===== src/lcs_ram.sv =====
// Generic single write port, single read port RAM with registered read.
// No dependencies.
module lcs_ram #(
  parameter int WIDTH = 8,
  parameter int DEPTH = 64
) (
  input  logic                     clk,
  input  logic                     we,
  input  logic [$clog2(DEPTH)-1:0] waddr,
  input  logic [WIDTH-1:0]         wdata,
  input  logic [$clog2(DEPTH)-1:0] raddr,
  output logic [WIDTH-1:0]         rdata
);

  logic [WIDTH-1:0] mem [DEPTH];

  always_ff @(posedge clk) begin
    if (we) begin
      mem[waddr] <= wdata;
    end
    rdata <= mem[raddr];
  end

endmodule


===== config.mk =====
export PLATFORM = sky130hd
export DESIGN_NAME = lcs_ram
export DESIGN_NICKNAME = d
export VERILOG_FILES = /design/src/lcs_ram.sv
export SDC_FILE = /design/constraint.sdc
export NUM_CORES = 1
export LEC_CHECK = 0
export BUFFER_PORTS_ARGS = -buffer_cell sky130_fd_sc_hd__buf_2
export CELL_PAD_IN_SITES_DETAIL_PLACEMENT = 1
export CELL_PAD_IN_SITES_GLOBAL_PLACEMENT = 2
export CORE_ASPECT_RATIO = 2
export CORE_UTILIZATION = 47
export CTS_BUF_LIST = sky130_fd_sc_hd__clkbuf_2 sky130_fd_sc_hd__clkbuf_4 sky130_fd_sc_hd__clkbuf_8
export CTS_CLUSTER_DIAMETER = 80
export DETAILED_ROUTE_END_ITERATION = 16
export PLACE_DENSITY = 0.78
export SYNTH_ARGS = -nofsm -noshare
export SYNTH_HDL_FRONTEND = slang
export SYNTH_SLANG_ARGS = --single-unit
export TNS_END_PERCENT = 10

===== constraint.sdc =====
create_clock -name clk -period 2.02 [get_ports clk]
set_input_delay 0.303 -clock clk [delete_from_list [all_inputs] [get_ports clk]]
set_output_delay 0.303 -clock clk [all_outputs]
set_load 0.02 [all_outputs]

Word-level counts from Yosys, hierarchy flattened
Memory sizes are Yosys's and may differ from the RTL's. A register that Yosys moved wholly into a read port is not among the register bits.
Index checks and enable logic that the tools add are counted.

word-level totals
  bits in read-only memories = 0
  memories = 1
  bits of input ports = 22
  bits in latches = 0
  word-level logic and storage cells = 3
  register bits after elaboration = 0
  RAM bits = 512

memories
  name  depth  width  rd ports  clocked after Yosys merged registers in  write ports  RTL line  text
  mem   64     8      1         1                                        1            15        logic [WIDTH-1:0] mem [DEPTH];

cells by class
  $lt $le $gt $ge = 0
  $mul = 0
  div/mod/pow operators = 0
  reduce and logical (&&, ||, !) cells = 0
  multiplexer cells = 2
  shift-type cells = 0
  bitwise operators = 0
  eq/ne operators = 0
  add/subtract/negate cells = 0

operator list
  kind               count
  1-bit two-way mux  2

Depth between registers and ports, before layout
Gate-level depths: netlist of the first run.

  depth in word-level cells = 2
  depth in mapped cells = 9

Least setup slack after synthesis of the first run
No wires, ideal clock.

  kind = input to register
  start = in raddr[1]
  end = reg rdata[3] (read register of mem)
  cell stages on the path = 7
  arrival time = 1843 ps
  path buffers = 3
  setup slack = 49 ps
  cell sequence = buf_4 > buf_2 > buf_2 > mux4_2 > mux4_2 > o21ai_1 > o41ai_1

RTL lines
  item         RTL line  text
  from (decl)  11        input logic [$clog2(DEPTH)-1:0] raddr,
  to (decl)    12        output logic [WIDTH-1:0] rdata

==> results of run 1 <==
==> sequential cells by signal, indices dropped and copies added, names as in the netlist <==
name,cells
mem,512
rdata,8
==> layer usage <==
metal  vias up  routed length [um]
met5         -                   0
li1       4354                   -
met4         0                3050
met2       295               29100
met3       120                1930
met1      5499               17600
==> metrics by stage <==
stage | worst slack (ns) | hold slack [ns]
after global routing | 0.0118 | 0.157
final | 0.0649 | 0.163
after global placement | -1.04 | 0.753
after CTS | 0.0627 | 0.150
after floorplan | 0.0493 | 0.402
after detailed placement | -0.904 | 0.746
==> layout make-up <==
type                            instances  area, um^2
Clock inverter                         41         354
Antenna cell                            2        5.00
Multi-Input combinational cell        369        4340
Timing Repair Buffer                  191        1590
Sequential cell                       520       15500
Fill cell                            3697       18800
Tap cell                              545         682
Clock buffer                           88        1140
==> power by group through the flow <==
stage	logic, W	clock network (W)	registers [W]
6_report	0.00132	0.00839	0.0120
5_1_grt	0.00138	0.00893	0.0120
4_1_cts	0.00133	0.00860	0.0120
3_5_place_dp	0.00132	0	0.0122
3_3_place_gp	0.00129	0	0.0122
2_1_floorplan	0.000636	0	0.0122
==> cell usage in the layout, fill, tap and decap left out, drive strengths merged, types with 3 or more instances in the layout <==
cell and instances:
o21ai 4, buf 190, a211oi 4, mux4 126
bufinv 6, nor2 83, nor3 7, edfxtp 512
a221oi 6, nand3b 3, nand2b 7, clkinvlp 4
dfxtp 8, o2111ai 3, a22oi 3, o22ai 8
a21oi 3, clkbuf 89, o2bb2ai 3, o221ai 8
clkinv 30, mux2i 23, mux2 13, nor2b 14
nand3 13, nand2 19
==> synth_stat cells, types with 3 or more instances <==
library cell and number:
a21oi_1 3, o2bb2ai_1 3, nor3_1 7, a22oi_1 3, nor2b_1 14, buf_4 13
dfxtp_1 8, buf_6 4, nand3_1 13, buf_1 4, a211oi_1 4, buf_2 11
mux2_2 13, mux4_2 126, nor2_1 83, nand2b_1 7, mux2i_1 23, edfxtp_1 512
o22ai_1 8, o221ai_1 8, clkbuf_1 17, nand2_1 19, nand3b_1 3, a221oi_1 6
o2111ai_1 3
==> worst paths after layout <==
check,cells after the start,to
min reg2reg,3,rdata[6]
max reg2reg,5,rdata[5]
min,2,mem[58][0]
max,5,rdata[5]
==> logic make-up after synthesis <==
kind of cell | count (synthesis) | synth area share
mux | 162 | 0.159
compound gates | 54 | 0.0207
buf+inv | 51 | 0.0157
flops | 520 | 0.770
simple gates | 153 | 0.0339
==> worst max-delay path: cells and delay by family (launching register included) <==
| family | cells | cell delay, ns |
|---|---|---|
| flops | 1 | 0.38 |
| buf+inv | 1 | 0.20 |
| mux | 1 | 0.48 |
| compound gates | 2 | 0.62 |
| simple gates | 1 | 0.16 |
==> impl_metrics.yaml, run 1 <==
placement:
  dpl_cell_area_um2: 22100
  place_congestion: 0.848
  dp_cells: 1625
  io_buffers: 29
  dpl.hpwl_um: 35300
synth:
  async_flop_share: 0
  synthesis.area_um2: 20200
  synth_ff_type: "edfxtp_1"
  avgSynthCellArea_um2: 21.5
  synth_edf_count: 512
  synth_cells: 940
  yosys_warnings: 0
  synthDistinctLibCells: 40
  synth_top_area_cell: "edfxtp_1"
  netlist.area_leader.share: 0.762
  ys_seq_elements: 520
  synth_nets: 962
  netlist_top_cells_area: "edfxtp_1 (76%), mux4_2 (14%), nor2_1 (1.5%)"
  synth_seq_area_share: 0.770
detailed_routing:
  vias: 10268
  post_drt_wl_per_cell_um: 29.4
  remaining_drc_errors: 0
  wl_um: 51700
  drt_iter0_markers: 681
  viasPerCell: 5.85
  ant_nets: 0
  dr.pass1.iters: 5
worst_setup_path:
  critPathMaxStageDelay_ns: 0.54
  criticalPathCategory: "reg -> reg"
  start_kind: "register"
  cpMaxStageDelayCell: "a2111oi_2"
  timing.rr.start: "mem[0][5]"
  crit_chain: "mux4_2, nor2b_1, a2111oi_2, buf_4, o41ai_1"
  arrival_ns: 2.45
  crit_required_ns: 2.51
  worst-path-max-fanout: 1
  ff2ff_setup_slack_ns: 0.06
  critPathLaunch: "mem[0][5]"
  crit_path_end_kind: "register"
sta:
  rsz0062_at_grt: "no"
  hold_viol_final: 0
  min_period_over_period: 0.968
  period_needed_ns: 1.96
  relSlewSlack: 0.164
  tns_ns: 0
  drv_slew: 0
  tightest_slew_ns: 1.25
  setup_viol: 0
  max_clock_freq_mhz: 511
  clock_skew_ns: 0.0295
global_routing:
  use_met3: 0.0372
  grt_pass1_wl_um: 75400
  gr-usage-met1: 0.258
  gr-total-overflow: 0
  grt_antenna_before_repair: 1
  use_met2: 0.463
  grt_max_degree: 65
  gr-usage-all-layers: 0.248
  grt_pass1_vias: 11462
  top_usage_layer: "met2"
die:
  start_util: 0.475
  core_area_um2: 42400
  fp.dieArea_um2: 43800
  chipHeight_um: 295
  rows: 107
  die_w_um: 148
  ios: 30
clock_tree:
  clock-sinks: 520
  htreeDepth: 3
  cts_hold_buf: 0
  ctsRootBufferMaster: "clkbuf_8"
  post-cts-setup-buffers: 0
  clk_latency_ns: 0.63
  clock_path_buffers: 3
  numCtsBuffers: 70
  cts_tree: "yes"
  path_clk_slew_ns: 0.07
  post_cts_resized: 4
power:
  cellLeakagePower_nw: 7.76
  pwr-share-clk: 0.387
  powerDensity_nw_per_um2: 917
  p_seq_frac: 0.552
  switching_share: 0.216
  p_int_w: 0.0170
  vdd_drop_max_mv: 0.662
  switching_power_w: 0.00468
  p_comb_frac: 0.061
  p_total_w: 0.0217
min_path:
  hold_class: "in -> reg"
  min_from: "wdata[0]"
cells_and_area:
  area_delta_synth_final_pct: 17.2
  final_layout_size_suffix_gt1_frac: 0.375
  stdcell_count: 1756
  final_area_um2: 23600
  final_core_util: 0.557
  fin_nets: 1174
job:
  max-cap-violations: 0
outcome:
  outcome: "completed"
(Power assumes the default switching activity.)
==> inputs of run 2 (changes only) <==
CELL_PAD_IN_SITES_GLOBAL_PLACEMENT = 1   (was 2)
CORE_UTILIZATION = 50   (was 47)
CTS_BUF_LIST = sky130_fd_sc_hd__clkbuf_4 sky130_fd_sc_hd__clkbuf_8   (was sky130_fd_sc_hd__clkbuf_2 sky130_fd_sc_hd__clkbuf_4 sky130_fd_sc_hd__clkbuf_8)
PLACE_DENSITY = 0.75   (was 0.78)
==> impl_metrics.yaml, run 2 (synthesis results as in run 1) <==
cells_and_area:
  final_cell_mix: "edfxtp_1 (512), buf_4 (156), mux4_2 (126)"
  final_core_util: 0.597
  multi_input_area_um2: 4330
  largest_register: "mem"
  final_area_um2: 23600
  area_delta_synth_final_pct: 17.1
  final_common_cell: "edfxtp_1"
  final_layout_size_suffix_gt1_frac: 0.375
  fin_nets: 1181
  n_fill_cell: 3406
  largestRegisters: "mem: 512 flops, rdata: 8 flops"
  seqCellArea_um2: 15500
  largest_reg_flops: 512
sta:
  rsz0062_at_grt: "no"
  tns_ns: 0
  max_clock_freq_mhz: 502
  relSlewSlack: 0.110
  tightest_slew_ns: 1.33
  finalWorstSetupSlack_ns: 0.0270
  drv_slew: 0
  min_period_over_period: 0.987
  hold_viol_final: 0
  setup_viol: 0
  period_needed_ns: 1.99
  clock_skew_ns: 0.0185
detailed_routing:
  vias: 10387
  drt_iter0_markers: 757
  dr.pass1.iters: 5
  remaining_drc_errors: 0
  dr_wl_met3_um: 2570
  routed-wl-met2_um: 29600
  top_layer_used: "met4"
  ant_nets: 0
  post_drt_wl_per_cell_um: 30.6
  drt-met1-wl_um: 17800
  viasPerCell: 5.97
  wl_um: 53200
placement:
  dpl_cell_area_um2: 22200
  io_buffers: 29
  place_congestion: 0.866
  dpl.hpwl_um: 36400
  place_ws_ns: -0.426
clock_tree:
  clock-sinks: 520
  post-cts-setup-buffers: 0
  path_clk_slew_ns: 0.08
  htreeDepth: 3
  clock_path_buffers: 3
  ctsRootBufferMaster: "clkbuf_8"
  numCtsBuffers: 68
  cts_hold_buf: 0
  clk_latency_ns: 0.62
  cts_tree: "yes"
power:
  p_comb_frac: 0.063
  p_total_w: 0.0217
  p_seq_frac: 0.552
  switching_share: 0.220
  pwr-share-clk: 0.386
  powerDensity_nw_per_um2: 919
  switching_power_w: 0.00477
  cellLeakagePower_nw: 7.77
  vdd_drop_max_mv: 0.511
  p_int_w: 0.0169
worst_setup_path:
  r2r-end: "rdata[4]"
  ff2ff_setup_slack_ns: 0.03
  arrival_ns: 2.49
  crit_required_ns: 2.51
  crit_path_end_kind: "register"
  r2r_cells: 5
  start_kind: "register"
  worst-path-max-fanout: 1
  criticalPathCategory: "reg -> reg"
  timing.rr.start: "mem[24][4]"
die:
  ios: 30
  die_w_um: 144
  rows: 103
  core_area_um2: 39600
  start_util: 0.510
  fp.dieArea_um2: 41200
  chipHeight_um: 286
global_routing:
  gr-total-overflow: 0
  grt_pass1_wl_um: 77400
  grt_antenna_before_repair: 1
  grt_pass1_vias: 11552
  grt_max_degree: 65
  gr-usage-all-layers: 0.276
outcome:
  outcome: "completed"
job:
  max-cap-violations: 0
min_path:
  min_from: "wdata[4]"
  hold_depth: 1
  holdPathEnd: "mem[38][4]"
  hold_class: "in -> reg"
==> run 2: cell count changes in the layout (fill, tap and decap cells not counted), sizes merged <==
cell      delta
clkbuf       +1
clkinv       -8
inv          +3
buf          +9
clkinvlp     -2
==> run 2: per-layer routing <==
metal	global-route usage	vias up
met5	0	-
met3	0.0452	154
met2	0.499	390
li1	-	4359
met1	0.294	5484
met4	0.169	0
==> run 2: critical path: stages, from the launching register on <==
cell and delay [ns]:
edfxtp_1 0.38, mux4_2 0.47, mux2_2 0.31, o221a_2 0.32
nor3_2 0.27, o32ai_1 0.13
==> run 2: worst max path at each step <==
stage	slack [ns]	cells past startpoint	to	startpoint
floorplan	0.05	7	rdata[3]	raddr[1]
global placement	-0.30	6	rdata[7]	raddr[0]
detailed placement	-0.43	7	rdata[5]	raddr[0]
CTS	0.007	5	rdata[6]	mem[29][6]
global route	0.005	5	rdata[4]	mem[24][4]
finish	0.03	5	rdata[4]	mem[24][4]
==> run 2: what timing repair did <==
| action | 4_1_cts | 5_1_grt |
|---|---|---|
| resized for setup | 1 | 2 |
| gates cloned | 0 | 0 |
| endpoints found under the hold margin | 0 | 0 |
| endpoints found under the setup margin | 1 | 2 |
| pin swaps | 0 | 0 |
==> run 2: area by class of cell <==
| class | instances | share of cell area |
|---|---|---|
| sequential | 520 | 0.658 |
| multi-input combinational | 369 | 0.183 |
| timing repair buffer | 200 | 0.0701 |
| clock buffer | 89 | 0.0474 |
| tap | 525 | 0.0278 |
| clock inverter | 34 | 0.0138 |
| antenna | 2 | 0.000212 |
==> run 2: metrics by stage <==
| step | hold slack (ns) | cells |
|---|---|---|
| final | 0.158 | 1739 |
| after floorplan | 0.402 | 940 |
| after global routing | 0.160 | 1738 |
| after detailed placement | 0.738 | 1614 |
| after CTS | 0.136 | 1737 |
| after global placement | 0.740 | 1614 |
==> run 2: power groups by stage <==
stage	combinational (W)	sequential, W	clock [W]
after CTS	0.00136	0.0120	0.00851
after global routing	0.00142	0.0120	0.00889
after global placement	0.00130	0.0122	0
after detailed placement	0.00135	0.0122	0
after floorplan	0.000636	0.0122	0
final	0.00136	0.0120	0.00837
