===== config.mk =====
export PLATFORM = sky130hd
export DESIGN_NAME = lcs_cell
export DESIGN_NICKNAME = d
export VERILOG_FILES = /design/src/lcs_pkg.sv /design/src/lcs_ram.sv /design/src/lcs_cell.sv
export SDC_FILE = /design/constraint.sdc
export NUM_CORES = 1
export LEC_CHECK = 0
export BUFFER_PORTS_ARGS = -buffer_cell sky130_fd_sc_hd__buf_2
export CORE_ASPECT_RATIO = 1.4
export CORE_MARGIN = 8
export CORE_UTILIZATION = 55
export CTS_CLUSTER_DIAMETER = 200
export DETAILED_ROUTE_END_ITERATION = 10
export GPL_ROUTABILITY_DRIVEN = 0
export PLACE_DENSITY_LB_ADDON = 0.12
export RECOVER_POWER = 25
export SYNTH_ARGS = -nofsm -noshare
export SYNTH_HDL_FRONTEND = slang
export SYNTH_SLANG_ARGS = --single-unit

===== constraint.sdc =====
create_clock -name clk -period 4.4 [get_ports clk]
set_clock_uncertainty 0.15 [all_clocks]
set_input_delay 0.22 -clock clk [delete_from_list [all_inputs] [get_ports clk]]
set_output_delay 0.22 -clock clk [all_outputs]
set_load 0.01 [all_outputs]

===== src/lcs_pkg.sv =====
// Package for the LCS length and traceback block.
// Holds sizes, command and direction codes, FSM states and the cell link type.
// No dependencies.
package lcs_pkg;

  localparam int MAX_LEN = 64;
  localparam int IDX_W   = $clog2(MAX_LEN);
  localparam int LEN_W   = $clog2(MAX_LEN + 1);
  localparam int SYM_W   = 8;
  localparam int CMD_W   = 2;
  localparam int DIR_W   = 2;
  // fill runs until the last row has left the far end of the chain
  localparam int FILL_CYC = 2 * MAX_LEN + 2;
  localparam int CYC_W    = $clog2(FILL_CYC + 1);

  typedef logic [CMD_W-1:0] cmd_t;
  localparam cmd_t CMD_APPEND_A = 2'd0;
  localparam cmd_t CMD_APPEND_B = 2'd1;
  localparam cmd_t CMD_COMPUTE  = 2'd2;

  typedef logic [DIR_W-1:0] dir_t;
  localparam dir_t DIR_DIAG = 2'd1;
  localparam dir_t DIR_UP   = 2'd2;
  localparam dir_t DIR_LEFT = 2'd3;

  typedef enum logic [2:0] {
    ST_IDLE,
    ST_FILL,
    ST_LEN,
    ST_TB_RD,
    ST_TB_USE,
    ST_EM_RD,
    ST_EM_OUT
  } state_t;

  // data handed from one cell to its right neighbor
  typedef struct packed {
    logic             valid;
    logic [IDX_W-1:0] row;
    logic [SYM_W-1:0] sym;
    logic [LEN_W-1:0] left;
    logic [LEN_W-1:0] diag;
  } lcs_link_t;

endpackage


===== src/lcs_ram.sv =====
// Generic single write port, single read port RAM with registered read.
// No dependencies.
module lcs_ram #(
  parameter int WIDTH = 8,
  parameter int DEPTH = 64
) (
  input  logic                     clk,
  input  logic                     we,
  input  logic [$clog2(DEPTH)-1:0] waddr,
  input  logic [WIDTH-1:0]         wdata,
  input  logic [$clog2(DEPTH)-1:0] raddr,
  output logic [WIDTH-1:0]         rdata
);

  logic [WIDTH-1:0] mem [DEPTH];

  always_ff @(posedge clk) begin
    if (we) begin
      mem[waddr] <= wdata;
    end
    rdata <= mem[raddr];
  end

endmodule


===== src/lcs_cell.sv =====
// One column cell of the LCS systolic chain: holds a second-string symbol,
// the previous row value of its column and that column's direction RAM.
// Depends on lcs_pkg and lcs_ram.
module lcs_cell (
  input  logic                     clk,
  input  logic                     rst_n,
  input  logic                     clear,
  input  logic                     b_we,
  input  logic [lcs_pkg::SYM_W-1:0] b_data,
  input  lcs_pkg::lcs_link_t       link_i,
  output lcs_pkg::lcs_link_t       link_o,
  output logic [lcs_pkg::LEN_W-1:0] up_o,
  input  logic [lcs_pkg::IDX_W-1:0] dir_raddr,
  output lcs_pkg::dir_t            dir_rdata
);
  import lcs_pkg::*;

  logic [SYM_W-1:0] b_r;
  logic [LEN_W-1:0] up_r;
  logic             vld_r;
  logic [IDX_W-1:0] row_r;
  logic [SYM_W-1:0] sym_r;
  logic [LEN_W-1:0] left_r;
  logic [LEN_W-1:0] diag_r;
  logic [LEN_W-1:0] val_nxt;
  dir_t             dir_nxt;

  always_comb begin
    if (link_i.sym == b_r) begin
      val_nxt = link_i.diag + LEN_W'(1);
      dir_nxt = DIR_DIAG;
    end else if (up_r > link_i.left) begin
      val_nxt = up_r;
      dir_nxt = DIR_UP;
    end else begin
      val_nxt = link_i.left;
      dir_nxt = DIR_LEFT;
    end
  end

  always_ff @(posedge clk) begin
    if (!rst_n) begin
      vld_r <= 1'b0;
    end else begin
      vld_r <= link_i.valid;
    end
  end

  always_ff @(posedge clk) begin
    if (b_we) begin
      b_r <= b_data;
    end
    if (clear) begin
      up_r <= '0;
    end else if (link_i.valid) begin
      up_r <= val_nxt;
    end
    row_r  <= link_i.row;
    sym_r  <= link_i.sym;
    left_r <= val_nxt;
    diag_r <= up_r;
  end

  assign link_o = '{valid: vld_r, row: row_r, sym: sym_r, left: left_r, diag: diag_r};
  assign up_o   = up_r;

  lcs_ram #(.WIDTH(DIR_W), .DEPTH(MAX_LEN)) u_dir (
    .clk   (clk),
    .we    (link_i.valid),
    .waddr (link_i.row),
    .wdata (dir_nxt),
    .raddr (dir_raddr),
    .rdata (dir_rdata)
  );

endmodule


Word-level counts from Yosys, hierarchy flattened
Memories as Yosys holds them, arrays and structs flattened. A register that Yosys moved wholly into a read port is not among the register bits.
Index checks and enable logic that the tools add are counted.

storage, ports and cells
  bits in registers = 44
  bits in latches = 0
  RAM bits = 128
  memory bits (read-only) = 0
  output and inout port bits = 38
  word-level logic and storage cells = 17
  memories = 1

memory list
  name       words  width  rd ports  clocked after Yosys merged registers in  wr ports  RTL line       RTL
  u_dir.mem  64     2      1         1                                        1         lcs_ram.sv:15  logic [WIDTH-1:0] mem [DEPTH];

cells by class
  $add $sub $neg = 1
  multiply operators = 0
  divide/modulo/power cells = 0
  $lt $le $gt $ge = 1
  equality and inequality tests = 1
  shifts and indexed selects = 0
  multiplexer cells = 6
  bitwise gates (word level) = 0
  reduce and logical (&&, ||, !) cells = 0

operators by type and width
  kind                                         number
  2-to-1 mux 7 bit                             2
  == test 8 bit                                1
  adder 7 x 1 -> 7 bit, second input constant  1
  greater-than comparator 7 bit                1
  2-to-1 mux 1 bit                             3
  2-to-1 mux 2 bit                             1

Logic depth before layout (Yosys ltp)
Gate-level depths: netlist (run 1).

  depth after elaboration = 3
  mapped depth = 8

Modules after synthesis
A second synthesis (run 1) with hierarchy kept.

unflattened totals
  cell total of the unflattened synthesis = 470
  area total of the unflattened synthesis = 7061.8 um^2

modules (own cells, without submodules)
  module    times used  cells each  area an instance (um^2)  sequential area each (um^2)
  lcs_ram   1           324         5397.7                   3883.7
  lcs_cell  1           146         1664.1                   960.9

Least setup slack after synthesis (run 1)
OpenSTA, ideal clock, no wires.

  path kind = reg-to-reg
  from = register b_r[7]
  to = memory u_dir.mem[0][0] (netlist name), data pin
  setup time = 0.568 ns
  data arrival time = 3.114 ns
  path slack = 0.568 ns
  cell stages (with the launch flop) = 7
  buffers on the path = 1
  clock period less this slack = 3.832 ns
  cell sequence = edfxtp_1 > xnor2_1 > nand4_1 > nor2_1 > inv_2 > clkbuf_1 > nand2_1

on the way
  longest elaborated chain between the ends = 2

ends and longest elaborated chain
  item                      RTL line        RTL
  start: declaration        lcs_cell.sv:18  logic [SYM_W-1:0] b_r;
  start signal: assignment  lcs_cell.sv:51  b_r <= b_data;
  == test 8 bit             lcs_cell.sv:29  if (link_i.sym == b_r) begin
  2-to-1 mux 2 bit          lcs_cell.sv:29
  named net dir_nxt[0]      lcs_cell.sv:26  dir_t dir_nxt;
  end: declaration          lcs_ram.sv:15

The timed path passes the listed nets, and every way through them passes these cells.

Final worst setup path (run 1)
  from = input link_i[8] (netlist name)
  to = register left_r[0]

on the way
  longest elaborated chain between the ends = 3

ends and longest elaborated chain
  item                           RTL line        RTL
  start: declaration             lcs_cell.sv:10  input lcs_pkg::lcs_link_t link_i,
  greater-than comparator 7 bit  lcs_cell.sv:32  end else if (up_r > link_i.left) begin
  2-to-1 mux 7 bit               lcs_cell.sv:32
  2-to-1 mux 7 bit               lcs_cell.sv:29
  named net val_nxt[0]           lcs_cell.sv:25  logic [LEN_W-1:0] val_nxt;
  end signal: assignment         lcs_cell.sv:60  left_r <= val_nxt;
  end: declaration               lcs_cell.sv:23  logic [LEN_W-1:0] left_r;

The timed path passes the listed nets, and every way through them passes these cells.
A chain may end at the register's enable or synchronous reset.

==> results of run 1 <==
area by class of cell:
| cell class | instances | area (µm²) | area share, % |
|---|---|---|---|
| Inverter | 11 | 41.29 | 0.4888 |
| Sequential cell | 174 | 4845 | 57.35 |
| Clock buffer | 21 | 471.7 | 5.584 |
| Timing Repair Buffer | 116 | 665.6 | 7.880 |
| Multi-Input combinational cell | 271 | 2131 | 25.23 |
| Clock inverter | 11 | 101.3 | 1.200 |
| Tap cell | 153 | 191.4 | 2.266 |
registers in the layout, indices dropped and copies added, names as in the netlist:
register,flops
b_r,8
row_r,6
u_dir.rdata,2
u_dir.mem,128
sym_r,8
left_r,7
up_o,7
vld_r,1
diag_r,7
worst register-to-register path, stage by stage (launching register included):
cell and delay [ns]:
dfxtp_1 0.36, ha_1 0.31, nor2b_1 0.12, o21ai_0 0.11
a21o_1 0.32, a21oi_1 0.46, o221ai_1 0.21, dlygate4sd3_1 0.59
metal layers:
| layer | global-route usage, % | vias up |
|---|---|---|
| met1 | 21.48 | 2236 |
| met2 | 36.42 | 179 |
| met3 | 5.986 | 23 |
| li1 | - | 2080 |
| met5 | 0 | - |
| met4 | 7.041 | 0 |
cells in the final DEF, fill, tap and decap left out, types with 3 or more instances in the layout:
cell,n
o22ai_1,3
inv_1,10
o21ai_1,4
nor2b_1,4
nand3_1,8
ha_1,8
dlygate4sd3_1,29
a211oi_1,9
o2111ai_1,6
mux2_2,3
mux2i_1,9
o21ai_0,4
buf_2,30
buf_4,3
edfxtp_1,136
a21oi_1,6
nor2_1,80
nand2b_1,3
nand2_1,26
clkbuf_16,18
xnor2_1,10
a2111oi_0,6
nand4_1,3
mux4_2,32
nor3_1,12
o311ai_0,4
clkbuf_1,56
dfxtp_1,38
inv_4,5
o31ai_1,6
per-stage QoR:
step           power (mW)  std cells
2_1_floorplan       2.079        482
3_3_place_gp        2.194        696
3_5_place_dp        2.201        696
4_1_cts             3.660        757
5_1_grt             3.746        757
6_report            3.624        757
worst max-delay path by stage:
stage                            endpoint  slack [ns]       start
after floorplan           u_dir.mem[0][0]        0.57      b_r[7]
after global placement    u_dir.mem[0][0]        1.84   link_i[8]
after detailed placement  u_dir.mem[0][0]        1.73     up_o[1]
after CTS                       left_r[0]        1.59  link_i[13]
after global routing            left_r[0]        1.36  link_i[13]
final                           left_r[0]        1.57   link_i[8]
power groups by stage:
stage | clock network (mW) | registers, mW | logic [mW]
5_1_grt | 1.53 | 1.87 | 0.347
3_3_place_gp | 0 | 1.89 | 0.301
4_1_cts | 1.47 | 1.86 | 0.329
3_5_place_dp | 0 | 1.89 | 0.307
2_1_floorplan | 0 | 1.91 | 0.168
6_report | 1.45 | 1.86 | 0.315
logic make-up after synthesis:
| logic type | share of synthesized area, % |
|---|---|
| AND/OR/NAND/NOR | 8.853 |
| buffers and inverters | 2.467 |
| XOR/XNOR | 1.470 |
| adder cells (fa/ha/maj) | 1.400 |
| flip-flops | 67.74 |
| multiplexers | 11.81 |
| AO/OA/AOI/OAI | 6.263 |
==> results_dict.tcl, run 1 <==
set metrics [dict create \
    status "finished clean" \
    path_buf_inv 4 \
    cap_violations 0 \
    synth_warnings 0 \
    place_ws_ns 1.730 \
    worstMarginPinSlew_ns 0.9946 \
    ys_types 48 \
    rsz0062_at_grt "false" \
    clock-sinks 174 \
    cp-start-kind "input pin" \
    syn-num-nets 537 \
    rrSetupSlack_ns 1.65 \
    drive_gt1_share_pct 16.72 \
    crit_slowest_cell "dlygate4sd3_1" \
    cts-root-buf "clkbuf_16" \
    syn_avg_cell_area_um2 14.84 \
    n_antenna_cell 0 \
    vias 4518 \
    switching_share_pct 23.00 \
    ir_worst_vdd_v 0.0002885 \
    synthFlopType "edfxtp_1" \
    slew_headroom_pct 33.69 \
    hp-start "clear" \
    cp_top_family "buffers and inverters" \
    met3_length_um 1001 \
    r2r_start "up_o[1]" \
    fin_util_pct 66.24 \
    dp_hpwl_um 10530 \
    holdPathStages 4 \
    met1_length_um 5900 \
    yosysMostFrequentCell "edfxtp_1" \
    core_um2 12750 \
    dr.max_layer_used "met4" \
    placed_area_um2 7651 \
    worst-endpoint-arrival_ns 3.00 \
    rows 49 \
    setup_viol 0 \
    pwr-share-comb_pct 8.7 \
    grt_pass1_wl_um 25250 \
    grt_max_degree 65 \
    ys_top_cells_by_area "edfxtp_1 57%, dfxtp_1 11%, mux4_2 10%, nor2_1 4.2%, ha_1 1.4%" \
    endpoint_kind "flop" \
    grt_pass1_vias 4717 \
    worstRegToRegCells 7 \
    finalHoldViolCount 0 \
    power_density_nw_per_um2 429.0 \
    clkTransAtPathRegs_ns 0.06 \
    drt_iter0_markers 282 \
    cts_max_level 4 \
    post-route-min-period_ns 2.835 \
    wl_per_cell_um 20.92 \
    path_cells "dlygate4sd3_1 -> buf_2 -> inv_1 -> ha_1 -> nor2b_1 -> o21ai_0 -> a21o_1 -> a21oi_1 -> o221ai_1 -> dlygate4sd3_1" \
    cts_buffers 17 \
    yosysTopAreaCellShare_pct 57.10 \
    hold_buffers 29 \
    p_seq_share_pct 51.3 \
    synth-seq-cells 174 \
    clkLatencyLatePin_ns 0.43 \
    fillers 969 \
    cp_common_cell "dlygate4sd3_1" \
    r2r-end "left_r[0]" \
    p_leak_nw 3.009 \
    synth-edff-count 136 \
    cp.depth 10 \
    tns_ns 0 \
    initial_core_util_pct 56.08 \
    synthCells 482 \
    intPower_mw 2.790 \
    dr_wl_met2_um 8637 \
    fmax_ghz 0.3528 \
    final_area_um2 8447 \
    cp.required_ns 4.56 \
    grt_usage_pct 19.93 \
    cts_tree "built" \
    min_to "up_o[1]" \
    seq_area_frac_synth_pct 67.74 \
    port_buffers 84 \
    nets 646 \
    ant_nets 0 \
    dieArea_um2 16960 \
    path_max_fanout 10 \
    wirelength_um 15840 \
    die_w_um 112.4 \
    fin_crit_sh_pct 64.42 \
    syn_area_um2 7152 \
    crit_type "input pin to flop" \
    cpPeakStageDelay_ns 0.59 \
    postCtsSetupBuffers 0 \
    synth_top_cells_by_count "136 x edfxtp_1, 80 x nor2_1, 38 x dfxtp_1, 32 x mux4_2, 26 x nand2_1" \
    async_reset_ff_share_pct 0 \
    hp-class "input pin to flop" \
    synth_top_cell_by_area "edfxtp_1" \
    p_sw_mw 0.8334 \
    antenna_found_initial 0 \
    grt_overflow 0 \
    ctsLongestPathBuffers 2 \
    firstDrtPassIters 4 \
    setup_slack_ns 1.565 \
    whs_ns 0.03313 \
    drc 0 \
    drv_slew 0 \
    die_y_um 150.9 \
    ios 85 \
    post_cts_resized 0 \
    syn_to_final_growth_pct 18.11 \
    pwr-share-clk_pct 40.0 \
    avgViaCountPerCell 5.968 \
]
(Power assumes the default switching activity.)
==> run 2: changes to the inputs <==
==> constraint.sdc (replaced) <==
create_clock -name clk -period 2.9 [get_ports clk]
set_clock_uncertainty 0.15 [all_clocks]
set_input_delay 0.145 -clock clk [delete_from_list [all_inputs] [get_ports clk]]
set_output_delay 0.145 -clock clk [all_outputs]
set_load 0.01 [all_outputs]
==> results_dict.tcl, run 2 (same netlist as run 1, synthesis figures left out) <==
set metrics [dict create \
    setup_viol 0 \
    grt_max_degree 65 \
    die_y_um 150.9 \
    reg_top3 "u_dir.mem (128), b_r (8), sym_r (8)" \
    syn_to_final_growth_pct 20.49 \
    ctsLongestPathBuffers 2 \
    port_buffers 84 \
    drive_gt1_share_pct 17.68 \
    regMostFlops "u_dir.mem" \
    path_max_fanout 10 \
    met2_usage_pct 36.64 \
    grt_pass1_vias 4943 \
    cp.required_ns 3.10 \
    drc 0 \
    busiest_layer "met2" \
    dp_hpwl_um 10900 \
    fmax_ghz 0.3698 \
    clock-sinks 174 \
    cts_max_level 4 \
    initial_core_util_pct 56.08 \
    drv_slew 0 \
    grt_pass1_wl_um 25590 \
    grt_use_met1_pct 21.38 \
    worstMarginPinSlew_ns 0.6048 \
    avgViaCountPerCell 5.866 \
    r2r-end "left_r[1]" \
    p_leak_nw 3.091 \
    die_w_um 112.4 \
    ir_worst_vdd_v 0.0004044 \
    post-route-min-period_ns 2.704 \
    finalHoldViolCount 0 \
    ant_nets 0 \
    dp_cells 704 \
    status "finished clean" \
    cts_buffers 17 \
    cp-start-kind "input pin" \
    antenna_found_initial 0 \
    ios 85 \
    core_um2 12750 \
    grt.met3_usage_pct 5.108 \
    rrSetupSlack_ns 0.20 \
    clkTransAtPathRegs_ns 0.06 \
    wl_per_cell_um 20.74 \
    min_to "left_r[4]" \
    tns_ns 0 \
    hp-start "link_i[4]" \
    largest_register_ffs 128 \
    final_cell_mix "136 x edfxtp_1, 80 x nor2_1, 56 x clkbuf_1" \
    crit_type "input pin to flop" \
    holdPathStages 4 \
    n_antenna_cell 0 \
    fin_crit_sh_pct 93.25 \
    grt_usage_pct 20.10 \
    cts-root-buf "clkbuf_16" \
    clkLatencyLatePin_ns 0.41 \
    worstRegToRegCells 8 \
    fillers 918 \
    slew_headroom_pct 58.64 \
    firstDrtPassIters 4 \
    rows 49 \
    worst-endpoint-arrival_ns 2.91 \
    nets 664 \
    fin_cells 775 \
    hp-class "input pin to flop" \
    power_density_nw_per_um2 636.3 \
    vias 4546 \
    wirelength_um 16080 \
    cap_violations 0 \
    drt_iter0_markers 265 \
    cts_tree "built" \
    final_common_cell "edfxtp_1" \
    dieArea_um2 16960 \
    rsz0062_at_grt "false" \
    grt_overflow 0 \
    r2r_start "up_o[1]" \
    endpoint_kind "flop" \
]
[run 2: cell count changes in the layout (fill, tap and decap cells not counted), sizes merged]
| cell | before | now |
|---|---|---|
| clkinvlp | 0 | 1 |
| dlygate4sd3 | 29 | 39 |
| buf | 33 | 42 |
| clkinv | 3 | 5 |
| inv | 18 | 14 |
[run 2: critical path: stages]
cell           delay (ns)
dlygate4sd3_1        0.52
buf_2                0.12
inv_1                0.04
ha_1                 0.30
nor2b_1              0.13
o21ai_0              0.22
a21o_1               0.34
a21oi_1              0.15
buf_4                0.19
o211ai_1             0.17
dlygate4sd3_1        0.57
[run 2: area by class of cell]
class / instances / area, µm² / share of cell area (%)
sequential: 174 / 4845 / 56.22
multi-input combinational: 271 / 2133 / 24.76
timing repair buffer: 134 / 843.3 / 9.787
clock buffer: 22 / 475.5 / 5.518
tap: 153 / 191.4 / 2.222
clock inverter: 10 / 87.58 / 1.016
inverter: 11 / 41.29 / 0.4792
[run 2: routing by layer]
layer | share of wire, % | up-vias
met5 | 0 | -
met4 | 2.7 | 0
met3 | 6.2 | 32
met2 | 55 | 165
met1 | 37 | 2237
li1 | - | 2112
[run 2: timing repair]
| action | in CTS | in global routing |
|---|---|---|
| resized for setup | 0 | 1 |
| endpoints found under the hold margin | 47 | 0 |
| setup endpoints to repair | 0 | 2 |
| buffers inserted | 0 | 0 |
| hold buffers | 39 | 0 |
[run 2: power breakdown]
group          switching [mW]  leakage, nW  internal, mW
Combinational           0.300         1.09         0.205
Clock                   0.899        0.280          1.26
Sequential             0.0371         1.72          2.79
Total                    1.24         3.09          4.25
[run 2: worst max path at each step]
stage	startpoint	endpoint	slack, ns	depth (start not counted)
after floorplan	b_r[7]	u_dir.mem[0][0]	0.31	6
after global placement	up_o[1]	u_dir.mem[24][0]	0.52	7
after detailed placement	up_o[1]	u_dir.mem[24][0]	0.38	7
after CTS	b_r[0]	left_r[1]	0.13	8
after global routing	link_i[8]	left_r[1]	0.07	11
final	link_i[8]	left_r[1]	0.20	11
[run 2: per-stage QoR]
stage | utilization (%) | worst slack (ns) | hold slack (ns) | power, mW | area (µm²)
floorplan | - | 0.3090 | 0.02272 | 3.153 | 7156
global placement | 60.59 | 0.5171 | 0.1215 | 3.342 | 7726
detailed placement | 60.59 | 0.3788 | 0.1242 | 3.352 | 7726
CTS | 68.06 | 0.1272 | 0.009616 | 5.535 | 8680
global route | 67.57 | 0.07492 | 0.03702 | 5.672 | 8617
finish | 67.57 | 0.1957 | 0.03086 | 5.483 | 8617
